### src/pidsc_pkg.sv
// Package for the speed PID controller: fixed-point types, constants,
// register indexes and the saturation helper. No dependencies.
package pidsc_pkg;

	localparam int DW = 32;
	localparam int FB = 16;

	typedef logic signed [DW-1:0] fx_t;
	typedef logic [3:0] cfg_idx_t;

	localparam fx_t ONE_FX = fx_t'(1) <<< FB;
	localparam logic [30:0] DT_MIN = 31'd66;

	localparam cfg_idx_t CFG_GAIN_P        = 4'd0;
	localparam cfg_idx_t CFG_GAIN_I        = 4'd1;
	localparam cfg_idx_t CFG_GAIN_D        = 4'd2;
	localparam cfg_idx_t CFG_DRIVE_MIN     = 4'd3;
	localparam cfg_idx_t CFG_DRIVE_MAX     = 4'd4;
	localparam cfg_idx_t CFG_BACKCALC_MODE = 4'd5;
	localparam cfg_idx_t CFG_BACKCALC_GAIN = 4'd6;
	localparam cfg_idx_t CFG_FILTER_TIME   = 4'd7;

	// Saturates a 35-bit signed value to the 32-bit signed range.
	function automatic fx_t sat35(input logic signed [34:0] v);
		fx_t r;
		if (v[34:31] == 4'b0000 || v[34:31] == 4'b1111) begin
			r = v[31:0];
		end else if (v[34]) begin
			r = {1'b1, {(DW-1){1'b0}}};
		end else begin
			r = {1'b0, {(DW-1){1'b1}}};
		end
		return r;
	endfunction

endpackage

### src/pidsc_fmul.sv
// Shared fixed-point multiplier: operand register, product register, then
// rounding to nearest and saturation. Depends on pidsc_pkg.
module pidsc_fmul (
	input  logic                clk,
	input  logic                load,
	input  logic signed [35:0]  a,
	input  logic signed [31:0]  b,
	output pidsc_pkg::fx_t      y
);

	logic [35:0] ma_q;
	logic [31:0] mb_q;
	logic        neg_q;
	logic [67:0] prod_s1;
	logic        neg_s1;
	logic [68:0] rnd;
	logic [52:0] shifted;
	logic [52:0] lim;
	logic [52:0] mag;

	always_ff @(posedge clk) begin
		if (load) begin
			ma_q  <= a[35] ? 36'(-a) : 36'(a);
			mb_q  <= b[31] ? 32'(-b) : 32'(b);
			neg_q <= a[35] ^ b[31];
		end
		prod_s1 <= 68'(ma_q) * 68'(mb_q);
		neg_s1  <= neg_q;
	end

	always_comb begin
		rnd     = 69'(prod_s1) + (69'(1) << (pidsc_pkg::FB - 1));
		shifted = rnd[68:pidsc_pkg::FB];
		lim     = neg_s1 ? (53'(1) << 31) : ((53'(1) << 31) - 53'(1));
		mag     = (shifted > lim) ? lim : shifted;
		y       = neg_s1 ? pidsc_pkg::fx_t'(-mag[31:0]) : pidsc_pkg::fx_t'(mag[31:0]);
	end

endmodule

### config.mk
export PLATFORM = sky130hd
export DESIGN_NAME = pidsc_fmul
export DESIGN_NICKNAME = d
export VERILOG_FILES = /design/src/pidsc_pkg.sv /design/src/pidsc_fmul.sv
export SDC_FILE = /design/constraint.sdc
export NUM_CORES = 2
export LEC_CHECK = 0
export BUFFER_PORTS_ARGS = -buffer_cell sky130_fd_sc_hd__buf_2
export CAP_MARGIN = 20
export CORE_UTILIZATION = 40
export DETAILED_ROUTE_END_ITERATION = 10
export SYNTH_ARGS = -nofsm -noshare
export SYNTH_HDL_FRONTEND = slang
export SYNTH_SLANG_ARGS = --single-unit
### constraint.sdc
create_clock -name clk -period 18.57 [get_ports clk]
set_clock_uncertainty 0.2 [all_clocks]
set_input_delay 2.7855 -clock clk [delete_from_list [all_inputs] [get_ports clk]]
set_output_delay 2.7855 -clock clk [all_outputs]
set_load 0.05 [all_outputs]
# Yosys cells after proc, flatten, opt, wreduce, memory -nomap -nowiden
# Cells that the tools add are included.
dict set report totals {
  reg_bits 138
  wordCells 19
}
dict set report classes {
  addsub 4
  n_mul 1
  n_lt_le_gt_ge 1
  mux 5
  n_bitwise 1
}
# operator n
set ops {}
lappend ops {{32-bit 2-to-1 mux} 3}
lappend ops {{68-bit by 16-bit adder with 69-bit output (second input constant)} 1}
lappend ops {{36-bit by 32-bit multiplier with 68-bit output} 1}
lappend ops {{32-bit negator} 2}
lappend ops {{53-bit by 32-bit greater-than comparator with 1-bit output} 1}
lappend ops {{36-bit negator} 1}
lappend ops {{35-bit 2-to-1 mux} 1}
lappend ops {{31-bit 2-to-1 mux} 1}
lappend ops {{1-bit XOR} 1}

# Depth between registers and ports, before layout
dict set report depth {
  depth_word 5
  mapped_depth 30
}

# Least setup slack after synthesis
# Ideal clock, no wire load.
dict set report synth_path {
  path_kind {register to output}
  from {reg prod_s1[15]}
  to {out y[26]}
  t_arrival_ns 6.527
  required_ns 15.584
  slack_ns 9.058
  path_stages_with_launch 29
  path_buffers 5
  cell_sequence {dfxtp_1 > ha_1 > clkbuf_1 > and4_1 > clkbuf_1 > nand3_1 > or4_1 > and2_1 > inv_1 > ha_1 > nand2_1 > o21a_1 > nor2_1 > a2111oi_0 > o21ai_0 > nor2_1 > o311a_1 > nand2_1 > buf_2 > clkbuf_1 > o21ai_0 > ha_1 > clkbuf_1 > nand3_1 > or3_1 > nor2_1 > and3_1 > o31ai_1 > a211oi_1}
}
dict set report synth_via {
  elab_chain_len 5
}
# element line
set synth_rtl {}
lappend synth_rtl {{from (decl)} pidsc_fmul.sv:14} ;# logic [67:0] prod_s1;
lappend synth_rtl {{from (signal assigned)} pidsc_fmul.sv:27} ;# prod_s1 <= 68'(ma_q) * 68'(mb_q);
lappend synth_rtl {{68-bit by 16-bit adder with 69-bit output (*)} pidsc_fmul.sv:32} ;# rnd = 69'(prod_s1) + (69'(1) << (pidsc_pkg::FB - 1));
lappend synth_rtl {{53-bit by 32-bit greater-than comparator with 1-bit output} pidsc_fmul.sv:35} ;# mag = (shifted > lim) ? lim : shifted;
lappend synth_rtl {{32-bit 2-to-1 mux (*)} pidsc_fmul.sv:35}
lappend synth_rtl {{32-bit negator} pidsc_fmul.sv:36} ;# y = neg_s1 ? pidsc_pkg::fx_t'(-mag[31:0]) : pidsc_pkg::fx_t'(mag[31:0]);
lappend synth_rtl {{32-bit 2-to-1 mux (*)} pidsc_fmul.sv:36}
lappend synth_rtl {{to (decl)} pidsc_fmul.sv:8} ;# output pidsc_pkg::fx_t y
# Mark *: on every way between the ends. The rest lies on a longest branch, timed or not.

# Final worst setup path
dict set report layout_path {
  from {reg prod_s1[27]}
  to {out y[26]}
}
# The elaborated chain is that of the path after synthesis.

==> run metrics <==
initial antenna violation count=2; CTS tree=built; routed len/inst=approximately 20 um; clock-pin slew on the worst setup and hold paths=0.06 ns; RR Endpoint=prod_s1[61]$_DFF_P_; H-tree depth=4; vias in the first global route=34,855; Synth Flop Type=edfxtp_1; worst slew pin tran=1.04 ns; drt initial violations=slightly below 2,000; Post-Synthesis Cells=4,869; Startpoint Class=flip-flop; TritonCTS Buffers=17; Tcrit/Tclk final=0.546; WP buf/inv=2; most common cell in the netlist=inv_1; die area=0.111 sq mm; outcome=finished, final reports clean; Crit-path slowest cell=nor4_2; Cell Area, Synth=between 0.04 and 0.05 sq mm; Worst Hold End=neg_s1$_DFF_P_; hold depth=0; Detail Route Antenna Nets=0; DR WL met2=59.7 mm; Initial Util=0.403; Post-synth top cells=inv_1, fa_1, nand2_1, and2_1, ha_1; Detailed Route WL=approximately 120 mm; crit path max fanout=29; drt via density=5.27; CTS Hold Bufs=0; clock sinks=123; slew margin rel.=0.309; routability cong.=0.921; WP data required=15.58 ns; routed wl met3=8.92 mm; fin cells=6,217; gr usage total=0.234; clock latency at the later pin of the worst-skew pair=0.48 ns; first-pass GRT wire length=approximately 200 mm; CP Capture Type=output port; crit-path cells=nand3_1, nor4_2, nand3_1, xnor2_1, ha_1, nand3_1, nand2_1, a2111oi_0, o21ai_0, nor2_1, o311a_1, and2_1, buf_4, nand2_1, nand2_1, ha_1, nand3_1, or3_1, nor2_1, and3_1, o31ai_1, a211oi_1, buf_2; Crit path max-delay family=simple AND/OR/NAND/NOR gates; # Max-Cap Violations=0; number of synthesized flops with an enable pin=69; DR top layer=met5; YS warnings=0; Worst R2R Start=ma_q[16]$_DFFE_PP_; Mean Syn Cell Area=around 9.0 sq um; Area contributors post-synth=fa_1, inv_1, ha_1; final hold slack=roughly 0.52 ns; Setup TNS=0 ns; largest net degree at the start of global routing=79; DRC=0; pre-CTS setup slack=8.99 ns; Area Growth Syn to Fin=5.37%; cell count of the worst reg-to-reg path=23; post-cts resize count=0; setup ws final=around 8.4 ns; synthesized net count=6,254; Max Freq=98.7 MHz; clock root buffer=clkbuf_16; number of antenna diodes=0; Synth top area share=0.464; setup bufs post-CTS=0; FP Rows=about 120; fin crit period=~10 ns; Worst Path Arrival=7.15 ns; CP dominant cell by count=nand3_1; unrepaired setup endpoints after global routing=no; layout cell share with drive strength beyond 1=0.0460; first-pass detailed-route iteration total=6; IO buf count=101; Final nets=between 6,000 and 7,000; sequential fraction of the synthesis area=0.0720; HP Start=neg_q$_DFFE_PP_; CTS max path bufs=2; die height=333 um; Final Hold Vio Count=0; max-slew violations=0; max incr delay on CP=0.71 ns; largest area contributor in the netlist=fa_1; dpl hpwl=93.3 mm; num ports=102; Vias=32,736; width of the die=around 330 um; core box area=about 0.11 sq mm; GRT Residual Overflow=0; FFs w/ async S/R, synth=0; HP Class=flip-flop to flip-flop; synth unique cells=70; Crit Path Category=flip-flop to output port; # setup viols final=0; #FFs+latches synth=123; WL met1=52.9 mm; Reg2Reg Setup Slack=9.70 ns; DP Cell Count=6,185
[state kept, by name, summed over array words and instances (netlist names)]
signal   count
neg_s1       1
mb_q        32
prod_s1     53
neg_q        1
ma_q        36
[final cells by class]
type                            instances  area, sq um
Multi-Input combinational cell       3427        35700
Clock buffer                           18          429
Sequential cell                       123         3150
Fill cell                           10772        62600
Tap cell                             1414         1770
Clock inverter                         14          121
Timing Repair Buffer                  175         1060
Inverter                             1046         3930
[metal layers]
layer  GRT usage  vias to the layer above
li1            -                    14451
met1       0.314                    16976
met2       0.388                     1108
met3      0.0403                      199
met4      0.0644                        2
met5           0                        -
[worst max-delay path by stage]
| stage | from | to | slack (ns) | depth (start not counted) |
|---|---|---|---|---|
| CTS | prod_s1[27]$_DFF_P_ | y[26] | 8.45 | 23 |
| detailed placement | prod_s1[27]$_DFF_P_ | y[26] | 8.99 | 23 |
| finish | prod_s1[27]$_DFF_P_ | y[26] | 8.43 | 23 |
| floorplan | prod_s1[15]$_DFF_P_ | y[26] | 9.06 | 28 |
| global placement | prod_s1[27]$_DFF_P_ | y[26] | 9.08 | 23 |
| global route | prod_s1[26]$_DFF_P_ | y[26] | 7.71 | 23 |
[cell families after synthesis]
| logic type | Yosys count | share of synthesized area |
|---|---|---|
| adder cells (fa/ha/maj) | 1315 | 0.550 |
| AO/OA/AOI/OAI | 352 | 0.0529 |
| flip-flops | 123 | 0.0720 |
| multiplexers | 11 | 0.00263 |
| XOR/XNOR | 154 | 0.0308 |
| buffers and inverters | 1319 | 0.113 |
| AND/OR/NAND/NOR | 1595 | 0.179 |
[worst register-to-register path: stages, from the launching register on]
cell and delay, ns:
edfxtp_1 1.03, buf_4 0.42, nand2_1 0.12, fa_1 0.48, fa_1 0.50, inv_1 0.05
fa_1 0.53, fa_1 0.44, fa_1 0.55, fa_1 0.52, fa_1 0.54, inv_1 0.05
fa_1 0.62, inv_1 0.07, ha_1 0.39, a21o_1 0.21, a31oi_1 0.27, o2111ai_1 0.20
o31ai_1 0.68, o211ai_1 0.28, nand2_1 0.19, o211ai_1 0.13, a21oi_1 0.20, xnor2_1 0.13
[stage by stage]
step	utilization	instance area [sq um]
after floorplan	-	43800
after global placement	0.419	45600
after detailed placement	0.419	45600
after CTS	0.424	46100
after global routing	0.424	46100
final	0.424	46100
[layout by cell type (no fill, tap or decap), drive strengths merged, types with 42 or more instances in the layout]
master	count
inv	1049
xnor2	122
nand4	42
o21ai	71
and2	478
buf	175
dfxtp	54
nand2	783
ha	300
nand3	61
fa	1015
a21oi	90
edfxtp	69
nor2	74
Power is left out: the tool's default activity adds up to more than one toggle a clock period on the data nets, which glitch-free logic cannot reach.
