### config.mk
export PLATFORM = sky130hd
export DESIGN_NAME = pidsc_div
export DESIGN_NICKNAME = d
export VERILOG_FILES = /design/src/pidsc_pkg.sv /design/src/pidsc_div.sv
export SDC_FILE = /design/constraint.sdc
export NUM_CORES = 1
export LEC_CHECK = 0
export BUFFER_PORTS_ARGS = -buffer_cell sky130_fd_sc_hd__buf_2
export CAP_MARGIN = 20
export CORE_ASPECT_RATIO = 0.8
export CORE_UTILIZATION = 50
export CTS_CLUSTER_SIZE = 20
export DETAILED_ROUTE_END_ITERATION = 16
export GPL_TIMING_DRIVEN = 1
export HOLD_SLACK_MARGIN = 0.03
export PLACE_DENSITY = 0.69
export SYNTH_ARGS = -nofsm -noshare
export SYNTH_HDL_FRONTEND = slang
export SYNTH_SLANG_ARGS = --single-unit
### constraint.sdc
create_clock -name clk -period 20.6 [get_ports clk]
set_input_delay 4.12 -clock clk [delete_from_list [all_inputs] [get_ports clk]]
set_output_delay 4.12 -clock clk [all_outputs]
set_load 0.02 [all_outputs]
### src/pidsc_pkg.sv
// Package for the speed PID controller: fixed-point types, constants,
// register indexes and the saturation helper. No dependencies.
package pidsc_pkg;

	localparam int DW = 32;
	localparam int FB = 16;

	typedef logic signed [DW-1:0] fx_t;
	typedef logic [3:0] cfg_idx_t;

	localparam fx_t ONE_FX = fx_t'(1) <<< FB;
	localparam logic [30:0] DT_MIN = 31'd66;

	localparam cfg_idx_t CFG_GAIN_P        = 4'd0;
	localparam cfg_idx_t CFG_GAIN_I        = 4'd1;
	localparam cfg_idx_t CFG_GAIN_D        = 4'd2;
	localparam cfg_idx_t CFG_DRIVE_MIN     = 4'd3;
	localparam cfg_idx_t CFG_DRIVE_MAX     = 4'd4;
	localparam cfg_idx_t CFG_BACKCALC_MODE = 4'd5;
	localparam cfg_idx_t CFG_BACKCALC_GAIN = 4'd6;
	localparam cfg_idx_t CFG_FILTER_TIME   = 4'd7;

	// Saturates a 35-bit signed value to the 32-bit signed range.
	function automatic fx_t sat35(input logic signed [34:0] v);
		fx_t r;
		if (v[34:31] == 4'b0000 || v[34:31] == 4'b1111) begin
			r = v[31:0];
		end else if (v[34]) begin
			r = {1'b1, {(DW-1){1'b0}}};
		end else begin
			r = {1'b0, {(DW-1){1'b1}}};
		end
		return r;
	endfunction

endpackage

### src/pidsc_div.sv
// Shared restoring divider, one quotient bit per cycle, with rounding to
// nearest and saturation of the Q16.16 quotient. Depends on pidsc_pkg.
module pidsc_div (
	input  logic                clk,
	input  logic                arst_n,
	input  logic                start,
	input  pidsc_pkg::fx_t      num,
	input  logic [32:0]         den,
	output logic                busy,
	output logic                done,
	output pidsc_pkg::fx_t      y
);

	localparam int QW = pidsc_pkg::DW + pidsc_pkg::FB;

	logic          busy_q;
	logic          done_q;
	logic [5:0]    cnt_q;
	logic [QW-1:0] nsh_q;
	logic [QW-1:0] quo_q;
	logic [32:0]   rem_q;
	logic [32:0]   den_q;
	logic          neg_q;
	logic [33:0]   rem2;
	logic          fits;
	logic          up;
	logic [QW:0]   qr;
	logic [QW:0]   lim;
	logic [QW:0]   mag;

	assign rem2 = {rem_q, nsh_q[QW-1]};
	assign fits = rem2 >= {1'b0, den_q};

	always_ff @(posedge clk or negedge arst_n) begin
		if (!arst_n) begin
			busy_q <= 1'b0;
			done_q <= 1'b0;
			cnt_q  <= '0;
		end else begin
			done_q <= 1'b0;
			if (start) begin
				busy_q <= 1'b1;
				cnt_q  <= 6'(QW - 1);
			end else if (busy_q) begin
				cnt_q <= cnt_q - 6'd1;
				if (cnt_q == '0) begin
					busy_q <= 1'b0;
					done_q <= 1'b1;
				end
			end
		end
	end

	always_ff @(posedge clk) begin
		if (start) begin
			nsh_q <= {(num[31] ? 32'(-num) : 32'(num)), {pidsc_pkg::FB{1'b0}}};
			quo_q <= '0;
			rem_q <= '0;
			den_q <= den;
			neg_q <= num[31];
		end else if (busy_q) begin
			nsh_q <= {nsh_q[QW-2:0], 1'b0};
			quo_q <= {quo_q[QW-2:0], fits};
			rem_q <= fits ? 33'(rem2 - {1'b0, den_q}) : rem2[32:0];
		end
	end

	always_comb begin
		up  = {rem_q, 1'b0} >= {1'b0, den_q};
		qr  = {1'b0, quo_q} + (QW+1)'(up);
		lim = neg_q ? ((QW+1)'(1) << 31) : (((QW+1)'(1) << 31) - (QW+1)'(1));
		mag = (qr > lim) ? lim : qr;
		y   = neg_q ? pidsc_pkg::fx_t'(-mag[31:0]) : pidsc_pkg::fx_t'(mag[31:0]);
	end

	assign busy = busy_q;
	assign done = done_q;

endmodule

# After elaboration in Yosys (flattened, before gate mapping)
# Index checks and enable logic that the tools add are counted.
# W data, S select, Z words.
# totals
register_bits,155
word_cells,33
# classes
n_addsub,5
order_cmp,3
n_mux,15
reduce_logical,2
# ops
op,count
$mux W32,4
$mux W48,2
$ge A34 B33 Y1,2
$neg A32 Y32,2
$add A48 B1 Y49,1
$gt A49 B32 Y1,1
$mux W33,1
$sub A33 B33 Y33,1
$mux W6,2
$logic_not A6 Y1,1
$mux W1,6
$sub A6 B1 Y6 const B,1
$reduce_bool A2 Y1,1

# Longest topological paths before layout
# Gate-level depths: netlist of run 1.
# depth
word_depth,6
mapped_depth,38
mapped_depth_nobuf,33

# Least setup slack after synthesis of run 1
# Ideal clock, no wire load.
# synth_path
path_kind,register to output
start,reg den_q[14]
end,out y[30]
t_arrival_ps,7485
setup_slack_ps,8995
path_stages_with_launch,35
path_cell_list,edfxtp_1 -> inv_1 -> ha_1 -> clkbuf_1 -> and4_1 -> and2_1 -> and3_1 -> a221oi_1 -> o311ai_1 -> o21bai_1 -> ha_1 -> ha_1 -> nand3_2 -> nor4_2 -> nand4_1 -> nor3_1 -> xnor2_1 -> inv_1 -> ha_1 -> nand3_1 -> nor4_1 -> and2_1 -> nand4_1 -> o211ai_1 -> and4_1 -> buf_2 -> clkbuf_1 -> nor2_1 -> a21oi_1 -> inv_1 -> ha_1 -> nor2b_1 -> clkbuf_1 -> or4b_1 -> a31oi_1
# synth_via
elab_chain_len,6
# synth_lines
element,line,text
start: declaration,pidsc_div.sv:22,logic [32:0] den_q;
start signal: assignment,pidsc_div.sv:59,den_q <= den;
$ge A34 B33 Y1 *,pidsc_div.sv:69,"up = {rem_q, 1'b0} >= {1'b0, den_q};"
$add A48 B1 Y49 *,pidsc_div.sv:70,"qr = {1'b0, quo_q} + (QW+1)'(up);"
$gt A49 B32 Y1,pidsc_div.sv:72,mag = (qr > lim) ? lim : qr;
$mux W32 *,pidsc_div.sv:72,
$neg A32 Y32,pidsc_div.sv:73,y = neg_q ? pidsc_pkg::fx_t'(-mag[31:0]) : pidsc_pkg::fx_t'(mag[31:0]);
$mux W32 *,pidsc_div.sv:73,
end: declaration,pidsc_div.sv:11,output pidsc_pkg::fx_t y
# Mark *: on every way between the ends. The rest lies on a longest branch, timed or not.

# Worst setup path in the final report of run 1
# layout_path
start,reg den_q[3]
end,out y[30]
# Same word-level chain as after synthesis.

==> results of run 1 <==
==> worst paths after layout <==
path	from	to	slack, ns	cells after the start
setup / recovery	den_q[3]	y[30]	7.06	35
hold / removal	rem_q[1]	rem_q[1]	0.47	2
setup reg to reg	den_q[3]	rem_q[32]	16.47	13
hold reg to reg	rem_q[1]	rem_q[1]	0.47	2
max in group asynchronous	arst_n	busy	16.89	1
min in group asynchronous	arst_n	done	3.52	1
==> metrics by stage <==
stage | cell area (um2) | hold slack [ns]
after detailed placement | 12000 | 0.471
after CTS | 12600 | 0.479
after global placement | 12000 | 0.462
after global routing | 12600 | 0.516
final | 12600 | 0.474
after floorplan | 11300 | 0.450
==> metal layers <==
metal | wire (um) | share of wire [%] | vias up
li1 | - | - | 5052
met1 | 13100 | 51 | 4600
met2 | 11000 | 43 | 227
met3 | 1370 | 5.3 | 26
met4 | 320 | 1.2 | 0
met5 | 0 | 0 | -
==> state kept, by name, summed over array words and instances (netlist names) <==
name and cells:
done 1, nsh_q 32, cnt_q 6, busy 1, quo_q 48, den_q 33, rem_q 33, neg_q 1
==> logic make-up after synthesis <==
group | synth area share [%]
fa+ha+maj | 8.02
mux | 5.47
simple gates | 21.6
buf+inv | 5.45
xor+xnor | 6.80
flops | 33.6
compound gates | 19.1
==> layout make-up <==
class	instances	area, um2
antenna	3	7.51
clock buffer	25	518
clock inverter	7	98.8
fill	1991	9330
inverter	82	308
multi-input combinational	1045	6920
sequential	155	3810
tap	300	375
timing repair buffer	107	557
==> power breakdown <==
group,total (uW),internal [uW],leakage (uW),switching (uW)
Clock,325,201,0.000304,125
Combinational,627,258,0.00411,369
Sequential,395,366,0.00140,29.1
==> worst min-delay path, cell delays in order, from the launching register on <==
cell	delay, ns
dfxtp_1	0.32
nand2_1	0.06
a21oi_1	0.05
==> Yosys cell counts (all sizes together), types with 27 or more instances <==
| cell type | n | share of area (%) |
|---|---|---|
| o21ai | 54 | 2.4 |
| clkbuf | 53 | 1.8 |
| nand2 | 95 | 3.1 |
| xnor2 | 34 | 2.6 |
| nor2 | 163 | 5.4 |
| nand3 | 41 | 2.0 |
| nand4 | 31 | 1.8 |
| xor2 | 54 | 4.2 |
| edfxtp | 66 | 17 |
| mux2i | 57 | 5.0 |
| nor3 | 27 | 1.2 |
| ha | 71 | 7.8 |
| dfxtp | 81 | 14 |
| inv | 82 | 2.7 |
| a21oi | 127 | 5.6 |
==> run summary, run 1 <==
mapped cell area -> 0.0113 mm2
CORE AREA -> 0.0219 mm2
post-synthesis sequential area ratio -> 33.6%
library cells used by synthesis -> 81
synthesized instance count -> 1357
Place WS -> 7.64 ns
CP Capture Type -> output pin
Yosys reg bits -> 155
CP required -> 16.48 ns
most common cell after layout, fill and taps aside -> nor2_1
Post-Route WL -> 25.8 mm
CTS root buffer -> clkbuf_16
maximum VDD drop -> 65.9 uV
met3 GRT Util -> 3.90%
Max Fclk -> 0.0739 GHz
Hold Buf Count CTS -> 0
postcts setup bufs -> 0
Worst Setup Start Kind -> flop
global-route wire length before repair -> 42.4 mm
Num CTS Buffers -> 17
WL/cell -> 15.0 um
Avg Inst Size Synth -> 8.35 um2
Placed Cells -> 1689
RSZ-0062 raised after global routing -> no
fin cells -> 1724
Longest Clk Path Bufs -> 2
vias post-DR -> 9905
GRT busiest layer -> met2
Worst-Margin Slew -> 0.949 ns
leakage -> 0.00581 uW
Hold Fails Final Rpt -> 0
GR Util met2 -> 33.9%
PortBufs -> 101
Total Routing Usage GR -> 22.7%
Yosys warnings -> 0
Worst Path Max Fanout -> 54
Die Ht -> 137 um
Crit Path Class -> flop to output pin
later-pin clock latency in the skew report -> 0.44 ns
# setup viols final -> 0
largest stage delay on the critical path -> 0.81 ns
CP max-delay cell -> o311ai_1
Buf+Inv Stages, Crit Path -> 5
worst rel slew slack -> 35.7%
largest net degree at the start of global routing -> 114
CP delay by family, top -> simple AND/OR/NAND/NOR gates
most frequent cells in the layout -> nor2_1 (161), a21oi_1 (127), buf_2 (100)
share of flip-flops with an asynchronous set or reset -> 5.16%
DP HPWL -> 18.4 mm
Placer Congestion -> 0.907
Remaining DRCs -> 0
vias per inst -> 5.75
number of max-cap violations -> 0
I/O pins -> 102
Initial Utilization -> 51.7%
initial antenna violation count -> 3
Final WS setup -> 7.06 ns
fin util -> 57.4%
Final min period -> 13.54 ns
TritonRoute pass-1 iters -> 5
Fin Clk Skew -> 0.00784 ns
CTS tree -> done
total power -> 1350 uW
setup tns final -> 0 ns
critical path's most frequent cell -> ha_1
status -> complete, no violations
Tcrit/Tclk final -> 65.7%
GRT Residual Overflow -> 0
vias in the first global route -> 8766
fin. max-slew vios -> 0
H-tree level count -> 4
cell row count -> 48
Final nets -> 1548
Syn Nets -> 1497
HP Class -> flop to flop
Synth Flop Type -> dfxtp_1
fraction of layout instances using a drive strength above 1 -> 11.3%
die width -> 170 um
Post-synth EDFFs -> 66
Cell Pwr Density -> 107 mW/mm2
Layout area overhead -> 11.1%
WP data arrival -> 9.42 ns
M1 GR Usage -> 32.8%
Post-CTS Resized -> 0
CTS sink cnt -> 155
clk slew on worst S/H paths -> 0.06 ns
Detail Route Antenna Nets -> 0
die area -> 0.0233 mm2
drt first-iter violations -> 777
Note: power is estimated with default switching activity, not from simulation.
==> run 2, diff against run 1 <==
ABC_AREA = 1   (was unset)
PLACE_DENSITY = 0.71   (was 0.69)
clock period = 12.2 ns   (was 20.6 ns; I/O delays follow)
==> run summary, run 2 <==
Placer Congestion -> 1.01 (was 0.907)
Initial Utilization -> 51.6% (was 51.7%)
cell row count -> 50 (was 48)
global-route wire length before repair -> 54.0 mm (was 42.4 mm)
most common cell in the synthesized netlist -> nand2_1 (was nor2_1)
worst reg2reg startpoint -> den_q[29] (was den_q[3])
Syn Nets -> 1937 (was 1497)
Post-synth EDFFs -> 66 (unchanged)
FF-to-FF End -> rem_q[22] (was rem_q[32])
Layout area overhead -> 10.8% (was 11.1%)
postcts setup bufs -> 0 (unchanged)
Max Fclk -> 0.105 GHz
CTS root buffer -> clkbuf_16 (unchanged)
post-synth top area cell -> edfxtp_1 (unchanged)
synthesized instance count -> 1797 (was 1357)
later-pin clock latency in the skew report -> 0.44 ns (about the same)
clk slew on worst S/H paths -> 0.07 ns (was 0.06 ns)
Remaining DRCs -> 0 (unchanged)
HP Class -> flop to flop (unchanged)
Total Routing Usage GR -> 26.9% (was 22.7%)
setup tns final -> 0 ns (unchanged)
post-synth top area share -> 16.3% (was 17.5%)
Die Ht -> 142 um (was 137 um)
Final min period -> 9.49 ns
Fin Clk Skew -> 0.0114 ns (was 0.00784 ns)
largest stage delay on the critical path -> 0.36 ns (was 0.81 ns)
fin. max-slew vios -> 0 (unchanged)
RSZ-0062 raised after global routing -> no (unchanged)
CTS sink cnt -> 155 (unchanged)
top cells by area, synth -> edfxtp_1 (16%), nand2_1 (16%), dfxtp_1 (13%), ha_1 (7.3%), inv_1 (6.8%) (was edfxtp_1 (17%), dfxtp_1 (14%), ha_1 (7.8%), a21oi_1 (5.6%), nor2_1 (5.4%))
Yosys warnings -> 0 (unchanged)
WL/cell -> 15.0 um (about the same)
largest net degree at the start of global routing -> 69 (was 114)
Avg Inst Size Synth -> 6.78 um2 (was 8.35 um2)
number of max-cap violations -> 0 (unchanged)
Biggest register -> quo_q (unchanged)
CTS tree -> done (unchanged)
Worst-Margin Slew -> 1.00 ns (was 0.949 ns)
maximum VDD drop -> 129 uV (was 65.9 uV)
CP max-delay cell -> ha_1 (was o311ai_1)
DP HPWL -> 25.3 mm (was 18.4 mm)
number of flip-flops under the largest register name -> 48 (unchanged)
fin cells -> 2201 (was 1724)
Num CTS Buffers -> 17 (unchanged)
most frequent cells in the layout -> nand2_1 (510), inv_1 (221), nor2_1 (204) (was nor2_1 (161), a21oi_1 (127), buf_2 (100))
Critical Path Source -> den_q[3] (unchanged)
Detail Route Antenna Nets -> 0 (unchanged)
Worst Path Max Fanout -> 28 (was 54)
PortBufs -> 101 (unchanged)
vias per inst -> 5.42 (was 5.75)
drt first-iter violations -> 941 (was 777)
H-tree level count -> 4 (unchanged)
vias in the first global route -> 11011 (was 8766)
worst rel slew slack -> 33.0% (was 35.7%)
Longest Clk Path Bufs -> 2 (unchanged)
R2R setup slack -> 8.49 ns (was 16.47 ns)
leakage -> 0.00657 uW (was 0.00581 uW)
largest registers -> quo_q x48, den_q x33, rem_q x33 (unchanged)
CP required -> 9.76 ns (was 16.48 ns)
initial antenna violation count -> 1 (was 3)
Final nets -> 2016 (was 1548)
mapped cell area -> 0.0122 mm2 (was 0.0113 mm2)
Hold Fails Final Rpt -> 0 (unchanged)
GRT Residual Overflow -> 0 (unchanged)
total power -> 2420 uW (was 1350 uW)
vias post-DR -> 11934 (was 9905)
post-synthesis sequential area ratio -> 31.2% (was 33.6%)
critical path's most frequent cell -> nand2_1 (was ha_1)
Post-Route WL -> 33.0 mm (was 25.8 mm)
Hold Buf Count CTS -> 0 (unchanged)
# setup viols final -> 0 (unchanged)
WP data arrival -> 7.05 ns (was 9.42 ns)
Yosys reg bits -> 155 (unchanged)
most common cell after layout, fill and taps aside -> nand2_1 (was nor2_1)
share of flip-flops with an asynchronous set or reset -> 5.16% (unchanged)
Crit Path Class -> flop to output pin (unchanged)
status -> complete, no violations (unchanged)
Worst Setup Start Kind -> flop (unchanged)
CP Capture Type -> output pin (unchanged)
Synth Flop Type -> dfxtp_1 (unchanged)
library cells used by synthesis -> 50 (was 81)
n_diodes -> 0 (was 3)
CORE AREA -> 0.0236 mm2 (was 0.0219 mm2)
cells on worst reg2reg path -> 15 (was 13)
Tcrit/Tclk final -> 77.8%
die width -> 177 um (was 170 um)
fraction of layout instances using a drive strength above 1 -> 10.6% (was 11.3%)
die area -> 0.0250 mm2 (was 0.0233 mm2)
CP Capture Point -> y[10] (was y[30])
synth cell count leaders -> nand2_1 (510), inv_1 (221), nor2_1 (205) (was nor2_1 (162), a21oi_1 (127), nand2_1 (95))
fillers -> 2349 (was 1991)
TritonRoute pass-1 iters -> 6 (was 5)
Post-CTS Resized -> 0 (unchanged)
Cell Pwr Density -> 179 mW/mm2 (was 107 mW/mm2)
Placed Cells -> 2168 (was 1689)
I/O pins -> 102 (unchanged)
-- run 2: cell count changes in the layout (fill, tap and decap cells not counted), moves of 20 or more --
cell      delta
nor2_1      +43
mux2i_1     -55
nand3_1     +63
inv_1      +139
or3_1       -20
nand2_1    +415
a211oi_1    -23
o21ai_0     +32
and3_1      -21
o22ai_1     +49
a21oi_1     -67
-- run 2: how the worst min path moves through the flow --
stage	from	to	slack, ns	cells past startpoint
after floorplan	rem_q[25]	rem_q[25]	0.45	2
after global placement	rem_q[25]	rem_q[25]	0.46	2
after detailed placement	rem_q[25]	rem_q[25]	0.46	2
after CTS	rem_q[25]	rem_q[25]	0.48	2
after global routing	rem_q[25]	rem_q[25]	0.51	2
final	rem_q[25]	rem_q[25]	0.48	2
-- run 2: cells by family (layout without fill, tap and decap cells) --
group,Yosys count,count (layout),share of synthesized area (%)
AND/OR/NAND/NOR,942,942,33.5
buffers and inverters,278,370,9.05
AO/OA/AOI/OAI,260,260,12.3
flip-flops,155,155,31.2
XOR/XNOR,87,87,6.25
adder cells (fa/ha/maj),72,72,7.45
multiplexers,3,3,0.257
-- run 2: where the power goes --
part	switching (uW)	internal [uW]	total [uW]
logic	789	416	1210
clock network	236	307	544
registers	48.9	621	670
total	1070	1340	2420
-- run 2: metal layers --
layer  track usage [%]  wire (um)  share of wire [%]
met5                 0          0                  0
met1              37.9      15800                 48
met4              7.44        699                2.1
met2              41.5      14000                 43
met3              5.44       2450                7.4
-- run 2: area by class of cell --
| type | instances | area (um2) | share of cell area, % |
|---|---|---|---|
| Inverter | 230 | 863 | 6.39 |
| Timing Repair Buffer | 108 | 571 | 4.23 |
| Sequential cell | 155 | 3800 | 28.2 |
| Multi-Input combinational cell | 1364 | 7290 | 54.0 |
| Clock inverter | 14 | 159 | 1.18 |
| Tap cell | 312 | 390 | 2.89 |
| Clock buffer | 18 | 429 | 3.18 |
-- run 2: through the flow --
stage	utilization [%]	cell area [um2]	setup WS, ns	hold WS (ns)
4_1_cts	57.0	13500	2.59	0.477
3_5_place_dp	54.5	12900	3.08	0.465
3_3_place_gp	54.5	12900	3.27	0.464
5_1_grt	57.1	13500	2.06	0.513
2_1_floorplan	-	12200	4.71	0.446
6_report	57.1	13500	2.71	0.477
-- run 2: critical path: cells and delay by family, from the launching register on --
kind / cells / cell delay, ns
compound gates: 6 / 1.10
xor+xnor: 1 / 0.23
fa+ha+maj: 5 / 1.31
buf+inv: 6 / 0.50
flops: 1 / 0.34
simple gates: 23 / 3.12
